--- src/hw/rtl/twm_pkg.sv ---
// Shared types, codes and tables for the wavetable tone mixer.
`default_nettype none

package twm_pkg;

    localparam logic [1:0] CMD_TICK = 2'd0;
    localparam logic [1:0] CMD_NOTE = 2'd1;
    localparam logic [1:0] CMD_WAIT = 2'd2;

    localparam logic [1:0] KIND_TICK = 2'd0;
    localparam logic [1:0] KIND_NOTE = 2'd1;
    localparam logic [1:0] KIND_WAIT = 2'd2;
    localparam logic [1:0] KIND_MUTE = 2'd3;

    localparam int QDEPTH = 4;
    localparam int QPTR_W = $clog2(QDEPTH);

    localparam logic [7:0] CLICKS_RESET = 8'd164;
    localparam logic [5:0] PHASE_IDX_MASK = 6'h3f;
    localparam logic [7:0] DUTY_OFFSET = 8'h80;

    typedef struct packed {
        logic [1:0]  kind;
        logic [1:0]  channel;
        logic [15:0] data;
    } twm_entry_t;

    localparam logic signed [7:0] WAVE [64] = '{
           8'sd0,   8'sd20,   8'sd41,   8'sd60,   8'sd78,   8'sd93,  8'sd106,  8'sd116,
         8'sd123,  8'sd127,  8'sd127,  8'sd123,  8'sd117,  8'sd109,   8'sd98,   8'sd85,
          8'sd72,   8'sd57,   8'sd43,   8'sd28,   8'sd14,    8'sd3,   -8'sd5,  -8'sd14,
         -8'sd20,  -8'sd24,  -8'sd26,  -8'sd25,  -8'sd23,  -8'sd18,  -8'sd12,   -8'sd6,
           8'sd0,    8'sd6,   8'sd12,   8'sd18,   8'sd22,   8'sd25,   8'sd26,   8'sd25,
          8'sd20,   8'sd14,    8'sd6,   -8'sd2,  -8'sd14,  -8'sd28,  -8'sd42,  -8'sd57,
         -8'sd72,  -8'sd86,  -8'sd99, -8'sd109, -8'sd118, -8'sd124, -8'sd128, -8'sd128,
        -8'sd124, -8'sd117, -8'sd108,  -8'sd95,  -8'sd79,  -8'sd62,  -8'sd42,  -8'sd21
    };

    function automatic logic [7:0] base_step(input logic [3:0] semitone);
        logic [7:0] r;
        case (semitone)
            4'd0:    r = 8'd33;
            4'd1:    r = 8'd35;
            4'd2:    r = 8'd37;
            4'd3:    r = 8'd39;
            4'd4:    r = 8'd41;
            4'd5:    r = 8'd44;
            4'd6:    r = 8'd46;
            4'd7:    r = 8'd49;
            4'd8:    r = 8'd52;
            4'd9:    r = 8'd55;
            4'd10:   r = 8'd58;
            4'd11:   r = 8'd62;
            default: r = 8'd0;
        endcase
        return r;
    endfunction

endpackage

`default_nettype wire

--- src/hw/rtl/polyphonic_wavetable_tone_mixer.sv ---
// Top level of the polyphonic wavetable tone mixer.
//
//   channel  direction  ports                               beat carries
//   s_       in         s_valid/s_ready                     cmd, channel, value
//   m_       out        m_valid/m_ready                     duty, sound_on, event_due
//   cfg_     in         cfg_wr_en                           clicks_per_tick
//
// A note or wait beat is applied while the mixer is idle; a sample tick walks the channels
// through the single shared accumulator, which visits one channel per cycle.
// Input beats are taken while the four-entry command queue has room.
// The output register holds a result until it is taken; the mixer stalls only then.
// Reset is synchronous and active low; all channels come up silent.
`default_nettype none

module polyphonic_wavetable_tone_mixer #(
    parameter int NUM_CHANNELS     = 4,
    parameter int DURATION_DIVISOR = 2
) (
    input  wire logic       aclk,
    input  wire logic       aresetn,
    input  wire logic       cfg_wr_en,
    input  wire logic [7:0] cfg_wr_data,
    input  wire logic       s_valid,
    output logic            s_ready,
    input  wire logic [1:0] s_cmd,
    input  wire logic [1:0] s_channel,
    input  wire logic [7:0] s_value,
    output logic            m_valid,
    input  wire logic       m_ready,
    output logic [7:0]      m_duty,
    output logic            m_sound_on,
    output logic            m_event_due
);
    import twm_pkg::*;

    logic       q_full;
    logic       q_push;
    twm_entry_t q_in;
    logic       q_valid;
    logic       q_pop;
    twm_entry_t q_out;

    twm_front #(
        .NUM_CHANNELS    (NUM_CHANNELS),
        .DURATION_DIVISOR(DURATION_DIVISOR)
    ) u_front (
        .s_valid  (s_valid),
        .s_ready  (s_ready),
        .s_cmd    (s_cmd),
        .s_channel(s_channel),
        .s_value  (s_value),
        .q_full   (q_full),
        .q_push   (q_push),
        .q_entry  (q_in)
    );

    twm_queue u_queue (
        .aclk      (aclk),
        .aresetn   (aresetn),
        .push      (q_push),
        .push_entry(q_in),
        .full      (q_full),
        .pop_valid (q_valid),
        .pop       (q_pop),
        .pop_entry (q_out)
    );

    twm_back #(
        .NUM_CHANNELS(NUM_CHANNELS)
    ) u_back (
        .aclk       (aclk),
        .aresetn    (aresetn),
        .cfg_wr_en  (cfg_wr_en),
        .cfg_wr_data(cfg_wr_data),
        .q_valid    (q_valid),
        .q_entry    (q_out),
        .q_pop      (q_pop),
        .m_valid    (m_valid),
        .m_ready    (m_ready),
        .m_duty     (m_duty),
        .m_sound_on (m_sound_on),
        .m_event_due(m_event_due)
    );

endmodule

`default_nettype wire

--- src/hw/rtl/twm_front.sv ---
// Input decoder: classifies each beat and computes note steps and wait loads.
`default_nettype none

module twm_front #(
    parameter int NUM_CHANNELS     = 4,
    parameter int DURATION_DIVISOR = 2
) (
    input  wire logic               s_valid,
    output logic                    s_ready,
    input  wire logic [1:0]         s_cmd,
    input  wire logic [1:0]         s_channel,
    input  wire logic [7:0]         s_value,
    input  wire logic               q_full,
    output logic                    q_push,
    output twm_pkg::twm_entry_t     q_entry
);
    import twm_pkg::*;

    localparam logic [16:0] DUR_M = 17'((65536 + DURATION_DIVISOR - 1) / DURATION_DIVISOR);

    logic        accept;
    logic        chan_ok;
    logic [15:0] oct_prod;
    logic [4:0]  octave;
    logic [7:0]  semitone;
    logic [15:0] base16;
    logic [15:0] note_step;
    logic [24:0] dur_prod;

    assign s_ready = !q_full;
    assign accept  = s_valid && s_ready;
    assign chan_ok = 5'(s_channel) < 5'(NUM_CHANNELS);

    // The octave is the value over twelve, by reciprocal multiplication.
    assign oct_prod  = 16'(s_value) * 16'd171;
    assign octave    = oct_prod[15:11];
    assign semitone  = s_value - 8'(8'(octave) * 8'd12);
    assign base16    = {8'd0, base_step(semitone[3:0])};
    assign note_step = (octave == 5'd0) ? 16'd0 : (base16 << (octave - 5'd1));

    assign dur_prod = 25'(s_value) * 25'(DUR_M);

    always_comb begin
        q_push          = 1'b0;
        q_entry.kind    = KIND_TICK;
        q_entry.channel = s_channel;
        q_entry.data    = 16'd0;
        case (s_cmd)
            CMD_TICK: begin
                q_push = accept;
            end
            CMD_NOTE: begin
                q_push       = accept && chan_ok;
                q_entry.kind = KIND_NOTE;
                q_entry.data = note_step;
            end
            CMD_WAIT: begin
                q_push       = accept;
                q_entry.kind = (s_value == 8'd0) ? KIND_MUTE : KIND_WAIT;
                q_entry.data = {8'd0, dur_prod[23:16]};
            end
            default: begin
                q_push = 1'b0;
            end
        endcase
    end

endmodule

`default_nettype wire

--- src/hw/rtl/twm_queue.sv ---
// Short command queue between the decoder and the mixer.
`default_nettype none

module twm_queue (
    input  wire logic                aclk,
    input  wire logic                aresetn,
    input  wire logic                push,
    input  wire twm_pkg::twm_entry_t push_entry,
    output logic                     full,
    output logic                     pop_valid,
    input  wire logic                pop,
    output twm_pkg::twm_entry_t      pop_entry
);
    import twm_pkg::*;

    twm_entry_t        entry_reg [QDEPTH];
    logic [QPTR_W-1:0] wr_ptr_reg;
    logic [QPTR_W-1:0] rd_ptr_reg;
    logic [QPTR_W:0]   count_reg;
    logic [QPTR_W:0]   count_next;
    logic              do_push;
    logic              do_pop;

    assign full      = count_reg == (QPTR_W + 1)'(QDEPTH);
    assign pop_valid = count_reg != '0;
    assign pop_entry = entry_reg[rd_ptr_reg];
    assign do_push   = push && !full;
    assign do_pop    = pop && pop_valid;

    always_comb begin
        count_next = count_reg;
        if (do_push && !do_pop) begin
            count_next = count_reg + 1'b1;
        end else if (do_pop && !do_push) begin
            count_next = count_reg - 1'b1;
        end
    end

    always_ff @(posedge aclk) begin
        if (!aresetn) begin
            wr_ptr_reg <= '0;
            rd_ptr_reg <= '0;
            count_reg  <= '0;
        end else begin
            count_reg <= count_next;
            if (do_push) begin
                wr_ptr_reg <= wr_ptr_reg + 1'b1;
            end
            if (do_pop) begin
                rd_ptr_reg <= rd_ptr_reg + 1'b1;
            end
        end
    end

    always_ff @(posedge aclk) begin
        if (do_push) begin
            entry_reg[wr_ptr_reg] <= push_entry;
        end
    end

    a_no_push_when_full: assert property (@(posedge aclk) disable iff (!aresetn)
        !(push && full))
        else $error("queue written while full");

endmodule

`default_nettype wire

--- src/hw/rtl/twm_back.sv ---
// Mixer: applies queued commands, walks the channels per tick and drives results.
`default_nettype none

module twm_back #(
    parameter int NUM_CHANNELS = 4
) (
    input  wire logic                aclk,
    input  wire logic                aresetn,
    input  wire logic                cfg_wr_en,
    input  wire logic [7:0]          cfg_wr_data,
    input  wire logic                q_valid,
    input  wire twm_pkg::twm_entry_t q_entry,
    output logic                     q_pop,
    output logic                     m_valid,
    input  wire logic                m_ready,
    output logic [7:0]               m_duty,
    output logic                     m_sound_on,
    output logic                     m_event_due
);
    import twm_pkg::*;

    localparam int CH_W   = (NUM_CHANNELS > 1) ? $clog2(NUM_CHANNELS) : 1;
    localparam int SUM_W  = $clog2(NUM_CHANNELS) + 9;
    localparam int PROD_W = SUM_W + 17;
    localparam logic [16:0] DIV_M = 17'((65536 + NUM_CHANNELS - 1) / NUM_CHANNELS);

    localparam logic [1:0] ST_IDLE = 2'd0;
    localparam logic [1:0] ST_MIX  = 2'd1;
    localparam logic [1:0] ST_DONE = 2'd2;

    logic [1:0]              state_reg;
    logic [15:0]             step_reg [NUM_CHANNELS];
    logic [15:0]             phase_reg [NUM_CHANNELS];
    logic [CH_W-1:0]         idx_reg;
    logic signed [SUM_W-1:0] sum_reg;
    logic [7:0]              wait_reg;
    logic [7:0]              click_reg;
    logic                    audio_reg;
    logic [7:0]              cpt_reg;
    logic                    m_valid_reg;
    logic [7:0]              duty_reg;
    logic                    sound_reg;
    logic                    due_reg;

    logic [CH_W-1:0]         note_idx;
    logic [15:0]             cur_step;
    logic [15:0]             cur_phase;
    logic signed [7:0]       cur_wave;
    logic                    out_load;
    logic                    neg;
    logic [SUM_W-1:0]        mag;
    logic [PROD_W-1:0]       prod;
    logic [SUM_W-1:0]        quo;
    logic [SUM_W-1:0]        mixed;
    logic [7:0]              click_inc;
    logic                    tick_roll;
    logic [7:0]              wait_next;

    assign note_idx  = CH_W'(q_entry.channel);
    assign cur_step  = step_reg[idx_reg];
    assign cur_phase = phase_reg[idx_reg];
    assign cur_wave  = WAVE[cur_phase[13:8] & PHASE_IDX_MASK];
    assign q_pop     = (state_reg == ST_IDLE) && q_valid;
    assign out_load  = (state_reg == ST_DONE) && (!m_valid_reg || m_ready);

    assign neg   = sum_reg[SUM_W-1];
    assign mag   = neg ? SUM_W'(-sum_reg) : SUM_W'(sum_reg);
    assign prod  = PROD_W'(mag) * PROD_W'(DIV_M);
    assign quo   = prod[16 +: SUM_W];
    assign mixed = neg ? SUM_W'(-quo) : quo;

    assign click_inc = click_reg + 8'd1;
    assign tick_roll = click_inc >= cpt_reg;
    assign wait_next = (tick_roll && wait_reg != 8'd0) ? wait_reg - 8'd1 : wait_reg;

    always_ff @(posedge aclk) begin
        if (!aresetn) begin
            state_reg   <= ST_IDLE;
            idx_reg     <= '0;
            wait_reg    <= 8'd0;
            click_reg   <= 8'd0;
            audio_reg   <= 1'b1;
            cpt_reg     <= CLICKS_RESET;
            m_valid_reg <= 1'b0;
            for (int i = 0; i < NUM_CHANNELS; i++) begin
                step_reg[i]  <= 16'd0;
                phase_reg[i] <= 16'd0;
            end
        end else begin
            if (cfg_wr_en) begin
                cpt_reg <= cfg_wr_data;
            end
            if (out_load) begin
                m_valid_reg <= 1'b1;
            end else if (m_ready) begin
                m_valid_reg <= 1'b0;
            end
            case (state_reg)
                ST_IDLE: begin
                    if (q_valid) begin
                        case (q_entry.kind)
                            KIND_NOTE: step_reg[note_idx] <= q_entry.data;
                            KIND_WAIT: wait_reg <= q_entry.data[7:0];
                            KIND_MUTE: audio_reg <= 1'b0;
                            default: begin
                                idx_reg   <= '0;
                                state_reg <= ST_MIX;
                            end
                        endcase
                    end
                end
                ST_MIX: begin
                    if (cur_step != 16'd0) begin
                        phase_reg[idx_reg] <= cur_phase + cur_step;
                    end
                    if (idx_reg == CH_W'(NUM_CHANNELS - 1)) begin
                        state_reg <= ST_DONE;
                    end else begin
                        idx_reg <= idx_reg + 1'b1;
                    end
                end
                ST_DONE: begin
                    if (out_load) begin
                        wait_reg  <= wait_next;
                        click_reg <= tick_roll ? 8'd0 : click_inc;
                        state_reg <= ST_IDLE;
                    end
                end
                default: begin
                    state_reg <= ST_IDLE;
                end
            endcase
        end
    end

    always_ff @(posedge aclk) begin
        if (state_reg == ST_IDLE) begin
            sum_reg <= '0;
        end else if (state_reg == ST_MIX && cur_step != 16'd0) begin
            sum_reg <= sum_reg + SUM_W'(cur_wave);
        end
        if (out_load) begin
            duty_reg  <= mixed[7:0] + DUTY_OFFSET;
            sound_reg <= audio_reg;
            due_reg   <= wait_next == 8'd0;
        end
    end

    assign m_valid     = m_valid_reg;
    assign m_duty      = duty_reg;
    assign m_sound_on  = sound_reg;
    assign m_event_due = due_reg;

    a_pop_only_idle: assert property (@(posedge aclk) disable iff (!aresetn)
        q_pop |-> (state_reg == ST_IDLE))
        else $error("queue popped while a tick is in progress");

    a_mix_progress: assert property (@(posedge aclk) disable iff (!aresetn)
        (state_reg == ST_MIX) |=> (state_reg == ST_MIX || state_reg == ST_DONE))
        else $error("channel walk left early");

    a_done_holds: assert property (@(posedge aclk) disable iff (!aresetn)
        (state_reg == ST_DONE && !out_load) |=> (state_reg == ST_DONE && m_valid_reg))
        else $error("finished tick dropped while output stalled");

endmodule

`default_nettype wire
--- config.mk ---
export PLATFORM = sky130hd
export DESIGN_NAME = polyphonic_wavetable_tone_mixer
export DESIGN_NICKNAME = d
export VERILOG_FILES = /design/src/hw/rtl/twm_pkg.sv /design/src/hw/rtl/polyphonic_wavetable_tone_mixer.sv /design/src/hw/rtl/twm_front.sv /design/src/hw/rtl/twm_queue.sv /design/src/hw/rtl/twm_back.sv
export SDC_FILE = /design/constraint.sdc
export NUM_CORES = 1
export LEC_CHECK = 0
export BUFFER_PORTS_ARGS = -buffer_cell sky130_fd_sc_hd__buf_2
export CAP_MARGIN = 20
export CORE_MARGIN = 3
export CORE_UTILIZATION = 35
export DETAILED_ROUTE_END_ITERATION = 10
export SYNTH_ARGS = -nofsm -noshare
export SYNTH_HDL_FRONTEND = slang
export SYNTH_SLANG_ARGS = --single-unit
--- constraint.sdc ---
create_clock -name aclk -period 8.5 [get_ports aclk]
set_input_delay 0.85 -clock aclk [delete_from_list [all_inputs] [get_ports aclk]]
set_output_delay 0.85 -clock aclk [all_outputs]
set_load 0.01 [all_outputs]
## Yosys cells after proc, flatten, opt, wreduce, memory -nomap -nowiden

Memory sizes are Yosys's and may differ from the RTL's. A register that Yosys moved wholly into a read port is not among the register bits.
Cells that the tools add are included.

| cells by class | value |
|---|---|
| $add $sub $neg | 14 |
| multipliers | 2 |
| magnitude comparators | 2 |
| eq/ne operators | 15 |
| shifts and indexed selects | 1 |
| muxes and demuxes | 52 |
| bitwise gates (word level) | 1 |
| reduce and logical (&&, ||, !) cells | 35 |

Operators by type and width:

| cell | number |
|---|---|
| 2-to-1 mux 8 bit | 8 |
| 2-to-1 mux 16 bit | 3 |
| case mux 16 bit (2 select lines) | 1 |
| OR reduction 16 bit | 2 |
| 2-to-1 mux 2 bit | 15 |
| 2-to-1 mux 1 bit | 18 |
| adder 16 bit | 1 |
| zero test 8 bit | 2 |
| multiplier 8 x 8 -> 16 bit (second input constant) | 1 |
| case mux 8 bit (2 select lines) | 1 |
| nonzero test 16 bit | 1 |
| << shifter 8 x 5 -> 16 bit | 1 |
| AND reduction 4 bit | 3 |
| adder 11 x 8 -> 11 bit | 1 |
| == test 2 bit (second input constant) | 5 |
| 2-to-1 mux 10 bit | 1 |
| negation 10 bit | 1 |
| logical AND 1 bit | 9 |
| adder 8 x 1 -> 8 bit (second input constant) | 1 |
| adder 8 bit (second input constant) | 1 |
| greater-or-equal comparator 8 bit | 1 |
| negation 8 bit | 1 |
| case mux 2 bit (2 select lines) | 2 |
| nonzero test 2 bit | 4 |
| 24 further kinds | 38 |

| word-level totals | value |
|---|---|
| bits in registers | 58 |
| RAM bits | 208 |
| bits in read-only memories | 608 |
| input port bits | 25 |
| output and inout port bits | 12 |
| word-level logic and storage cells | 141 |
| memories kept | 5 |

Memory list:

| memory | words | width | read ports | clocked after Yosys merged registers in | wr ports | RTL line | RTL |
|---|---|---|---|---|---|---|---|
| (no name shown) | 64 | 8 | 1 | 0 | 0 | twm_back.sv:62 | `assign cur_wave = WAVE[cur_phase[13:8] & PHASE_IDX_MASK];` |
| (no name shown) | 16 | 6 | 1 | 0 | 0 | twm_pkg.sv:41 | `case (semitone)` |
| u_queue.entry_reg | 4 | 20 | 1 | 1 | 1 | twm_queue.sv:16 | `twm_entry_t entry_reg [QDEPTH];` |
| u_back.phase_reg | 4 | 16 | 1 | 1 | 4 | twm_back.sv:33 | `logic [15:0] phase_reg [NUM_CHANNELS];` |
| u_back.step_reg | 4 | 16 | 1 | 1 | 4 | twm_back.sv:32 | `logic [15:0] step_reg [NUM_CHANNELS];` |

## Depth between registers and ports, before layout

| depth | value |
|---|---|
| depth in word-level cells | 9 |
| gate-level depth with buffers | 22 |
| depth with buffers taken out | 21 |

## By module

A second synthesis with hierarchy kept.

| second synthesis, totals | value |
|---|---|
| cells, all modules | 1,316 |
| area total of the unflattened synthesis | 15,414.8 sq um |

Modules (own cells, without submodules):

| module | instances | cells an instance | area each (sq um) | sequential area each (sq um) |
|---|---|---|---|---|
| twm_back | 1 | 879 | 9,723.1 | 4,764.6 |
| twm_queue | 1 | 152 | 3,369.5 | 2,582.5 |
| twm_front | 1 | 285 | 2,322.2 | 0.0 |

## Worst setup path before layout

Ideal clock, no wire load.

| path | value |
|---|---|
| path kind | input -> register |
| start | input s_value[1] |
| end | memory u_queue.entry_reg[0][6] (netlist bit) (data pin) |
| library setup time | 0.271 ns |
| data arrival time | 5.925 ns |
| required time | 8.229 ns |
| path slack | 2.304 ns |
| cell stages on the path | 22 |
| buffers on the path | 1 |
| cell sequence | ha_1 fa_1 fa_1 inv_1 fa_1 inv_1 ha_1 a211o_1 and2_1 nor4bb_1 or3_1 buf_2 inv_2 ha_1 xnor2_1 xnor2_1 o21ai_0 o21ai_0 mux2i_1 mux2_2 mux2i_1 o21ai_1 |

RTL lines:

| what | RTL line | RTL |
|---|---|---|
| start: declaration | polyphonic_wavetable_tone_mixer.sv:27 | `input wire logic [7:0] s_value,` |
| end: declaration | twm_queue.sv:16 |  |

==> results <==
- The run finished with clean final reports.
- The slowest library cell on the worst path is fa_1.
- The area enclosed by the die boundary is ~45,000 sq um.
- The initial core utilization is approximately 36%.
- In this run the most used layer during global routing was met2.
- The initialized floorplan defines 74 standard-cell rows.
- After synthesis, the largest family of logic cells by area is simple AND/OR/NAND/NOR gates.
- IR analysis of the VDD net gives a maximum drop of 0.215 mV.
- During I/O placement, the number of pins put on the boundary was 37.
- The distinct cell type count after synthesis is 78.
- Dividing the detail-routed via count by the number of cells gives 5.27.
- The cell count after synthesis came out at 1,284.
- The final setup skew is 0.0156 ns.
- In this design, the stage delay of the slowest critical-path cell is 0.53 ns.
- The netlist area before placement is approximately 15,000 sq um.
- Synthesis inferred between 200 and 300 register bits.
- Cells fill between 30 and 40% of the core in the end.
- Dividing the detail-routed wire length by the instance count gives about 17 microns.
- Across all register-to-register paths, the minimum setup slack is about 3.6 ns.
- The half-perimeter wire length after detailed placement is around 21 mm.
- The core region is between 40,000 and 50,000 sq um.
- The number of vias after detailed routing is 9,733.
- The detail route stage leaves a number of antenna-violating nets equal to 0.
- The area share of the leading cell type in the synthesized netlist is between 40% and 50%.
- When the netlist entered floorplanning its net count stood at roughly 1,400.
- At the worst endpoint, the arrival time is around 6.7 ns.
- The post-layout minimum cycle time is around 6.4 ns.
- The worst hold path belongs to the class flip-flop to flip-flop.
- The die is roughly 210 microns tall.
- Among all flip-flop cells after synthesis, the most frequent one is edfxtp_1.
- The count of inserted antenna diode cells is 0.
- The mean post-synth cell area is about 12 sq um.
- The top achievable clock speed is 0.155 GHz.
- After the last flow step, the layout net total stands at about 1,400.
- The maximum buffer depth of the clock tree is 3.
- The final global-route overflow total is 0.
- The first global-routing pass estimated slightly above 50 mm of wire.
- The count of final max-slew check failures is 0.
- The cell type contributing the most total cell area after synthesis is edfxtp_1.
- The number of hold buffers added after CTS was 0.
- The first TritonRoute pass finished after 7 iterations.
- Counting flops with a built-in enable in the synthesized netlist gives 210.
- The yosys synthesis warning count is 0.
- Summing the sequential cell areas from Yosys gives around half of the chip area.
- In the global route stage, met2 resource usage came out at approximately 24%.
- The global-route met1 utilization is between 10% and 20%.
- Dividing the final minimum period by the clock period gives 75.7%.
- The basic-gate share of the synthesized area counting and, or, nand and nor cells is 13.3%.
- At the pin with the least slew margin, the transition time is 1.06 ns.
- The starting DRC count in detailed routing is approximately 750.
- The CTS buffer count is 27.
- The analysis attributes to cell leakage a power of 6.37 nW.
- TritonCTS built the clock tree.
- The placer congestion estimate is ~0.84.
- The share of final-layout standard cells stronger than drive strength 1 is 12.4%.
- Buffers placed on the I/O ports in this run total 36.
- After synthesis, the cell types taking the most area are edfxtp_1 (42%), ha_1 (8.8%), dfxtp_1 (7.0%), mux4_2 (6.7%), nor2_1 (3.6%).
- After Yosys synthesis, full adders, half adders and majority gates account for 10.8% of the synthesized area.
- Setup repair after global routing left no endpoint under its margin.
- The worst setup path is of the input pin to flip-flop kind.
- The floorplan step set the die width to roughly 210 microns.
- CTS saw roughly 260 sinks.
- The power per cell area is 302 nW/um^2.
- The number of global-route vias before repair is 9,565.
- After detailed routing, the total wire length is approximately 32 mm.
- Setup violations remaining at the end of the flow were counted as 0.
- The level count of the clock H-tree is 1.
- The clock input transition at the sequential cells of the worst setup and hold paths is approximately 0.060 ns.
- The worst setup path is captured at a flip-flop.
- The number of hold violations in the final report is 0.
- After clock tree synthesis, the repair step resized 0 gates.
- The share of cell area taken by muxes after synthesis is 9.76%.
- The clock reaches the later pin of the worst-skew pair after between 0.5 and 0.6 ns.
- The tool flagged a number of max-cap violations equal to 0.
- From synthesis to final layout, the design area changed by 9.98%.
- The worst slew margin relative to its limit is roughly 30%.
- The pin count of the biggest net entering global routing is 39.
- The met3 usage is roughly 1.8%.
- The proportion of synthesized flip-flops having asynchronous set or reset is 0%.
- The synthesized netlist devotes 3.25% of its cell area to XOR and XNOR gates.
- Walking the worst path, the cells encountered are buf_2 > ha_1 > fa_1 > fa_1 > inv_1 > fa_1 > inv_1 > ha_1 > a211o_1 > and2_1 > nor4bb_1 > or3_1 > inv_2 > ha_1 > xnor2_1 > xnor2_1 > o21ai_0 > o21ai_0 > mux2i_1 > mux2_2 > mux2i_1 > o21ai_1.
- The required time at the worst-slack endpoint is a little under 9 ns.
- The accumulated negative setup slack is 0 ns.
- The synthesized netlist devotes about a tenth of its cell area to compound gates.
- Post-CTS timing repair inserted 0 buffers for setup.
- Across every metal layer, demand over resource in global routing totals between 10% and 20%.
- The DRC violation count after routing is 0.
- The master cell of the clock root buffer is clkbuf_16.
- STA classifies the critical path startpoint as an input pin.
- The initial antenna violation count is 1.
- The flip-flop count of the largest register, all copies and words added is 80.
- In this run the worst path has a maximum fanout of 11.
logic make-up (layout without fill, tap and decap cells):
kind of cell	count (synthesis)	after routing
AO/OA/AOI/OAI	218	218
AND/OR/NAND/NOR	405	405
buffers and inverters	137	168
XOR/XNOR	55	55
adder cells (fa/ha/maj)	119	119
multiplexers	88	88
flip-flops	262	262
where the power goes:
part           switching [mW]  internal [mW]  total [mW]  leakage, nW
clock                   0.481          0.610        1.09        0.395
sequential             0.0595           1.55        1.61         2.47
combinational            1.34          0.884        2.22         3.51
total                    1.88           3.04        4.92         6.37
placed cells by master, fill, tap and decap left out, types with 8 or more instances in the layout:
master,n
nand4_1,8
a31oi_1,12
a21o_1,8
nand3b_1,10
xor2_1,25
nand2_1,83
buf_4,11
o21ai_0,47
mux2_2,10
buf_2,36
nor3_1,20
clkinv_2,8
nand3_1,21
nor2_1,144
dfxtp_1,51
and2_1,23
fa_1,15
o21a_1,10
and3_1,45
mux4_2,44
edfxtp_1,210
a21oi_1,51
ha_1,104
inv_1,68
nor4_1,9
nand2b_1,10
o22ai_1,8
clkbuf_16,27
o21ai_1,10
o211ai_1,9
mux2i_1,33
xnor2_1,30
worst paths after layout:
| kind | start | to | depth (start not counted) |
|---|---|---|---|
| worst max-delay path | s_value[1] | u_queue.entry_reg[3][6] | 22 |
| worst min-delay path | u_back.audio_reg | u_back.m_sound_on | 0 |
| worst max register to register | flip-flop | u_back.sum_reg[10] | 18 |
| worst min register to register | u_back.audio_reg | u_back.m_sound_on | 0 |
worst max-delay path: cells and delay by family:
kind            cells  cell delay, ns
buf+inv             4            0.41
fa+ha+maj           6            2.51
xor+xnor            2            0.59
simple gates        3            0.87
mux                 3            0.68
compound gates      4            0.76
metal layers:
| metal | wire (microns) | vias to the layer above |
|---|---|---|
| met5 | 0 | - |
| met4 | 462 | 0 |
| met3 | 1090 | 30 |
| met2 | 15400 | 178 |
| met1 | 14600 | 4759 |
| li1 | - | 4766 |
per-stage QoR:
step	total power, mW	setup slack (ns)	area [sq um]	hold WS, ns	std cells
final	4.92	2.07	16300	0.434	1847
after global routing	5.30	1.53	16300	0.443	1847
after CTS	4.94	2.10	16300	0.431	1843
after detailed placement	3.84	1.53	15500	0.421	1795
after global placement	3.81	1.62	15500	0.420	1795
after floorplan	3.37	2.30	14800	0.402	1284
synthesized netlist by cell type, types with 12 or more instances:
cell type and count:
o21ai_0 50, ha_1 104, and2_1 23, a31oi_1 12, edfxtp_1 210, nand2_1 83, mux4_2 44, clkbuf_1 35
nand3_1 21, xor2_1 25, nor3_1 21, nor2_1 144, and3_1 45, dfxtp_1 52, xnor2_1 30, inv_1 68
a21oi_1 51, buf_2 15, fa_1 15, mux2i_1 33
layout make-up:
cell class	instances	area (sq um)
clock buffers	31	691
clock inverters	17	110
well taps	532	666
multi-input cells	885	6930
flip-flops and latches	262	7350
fillers	3936	25100
inverters	71	267
repair buffers	49	305
Note: power is estimated with default switching activity, not from simulation.
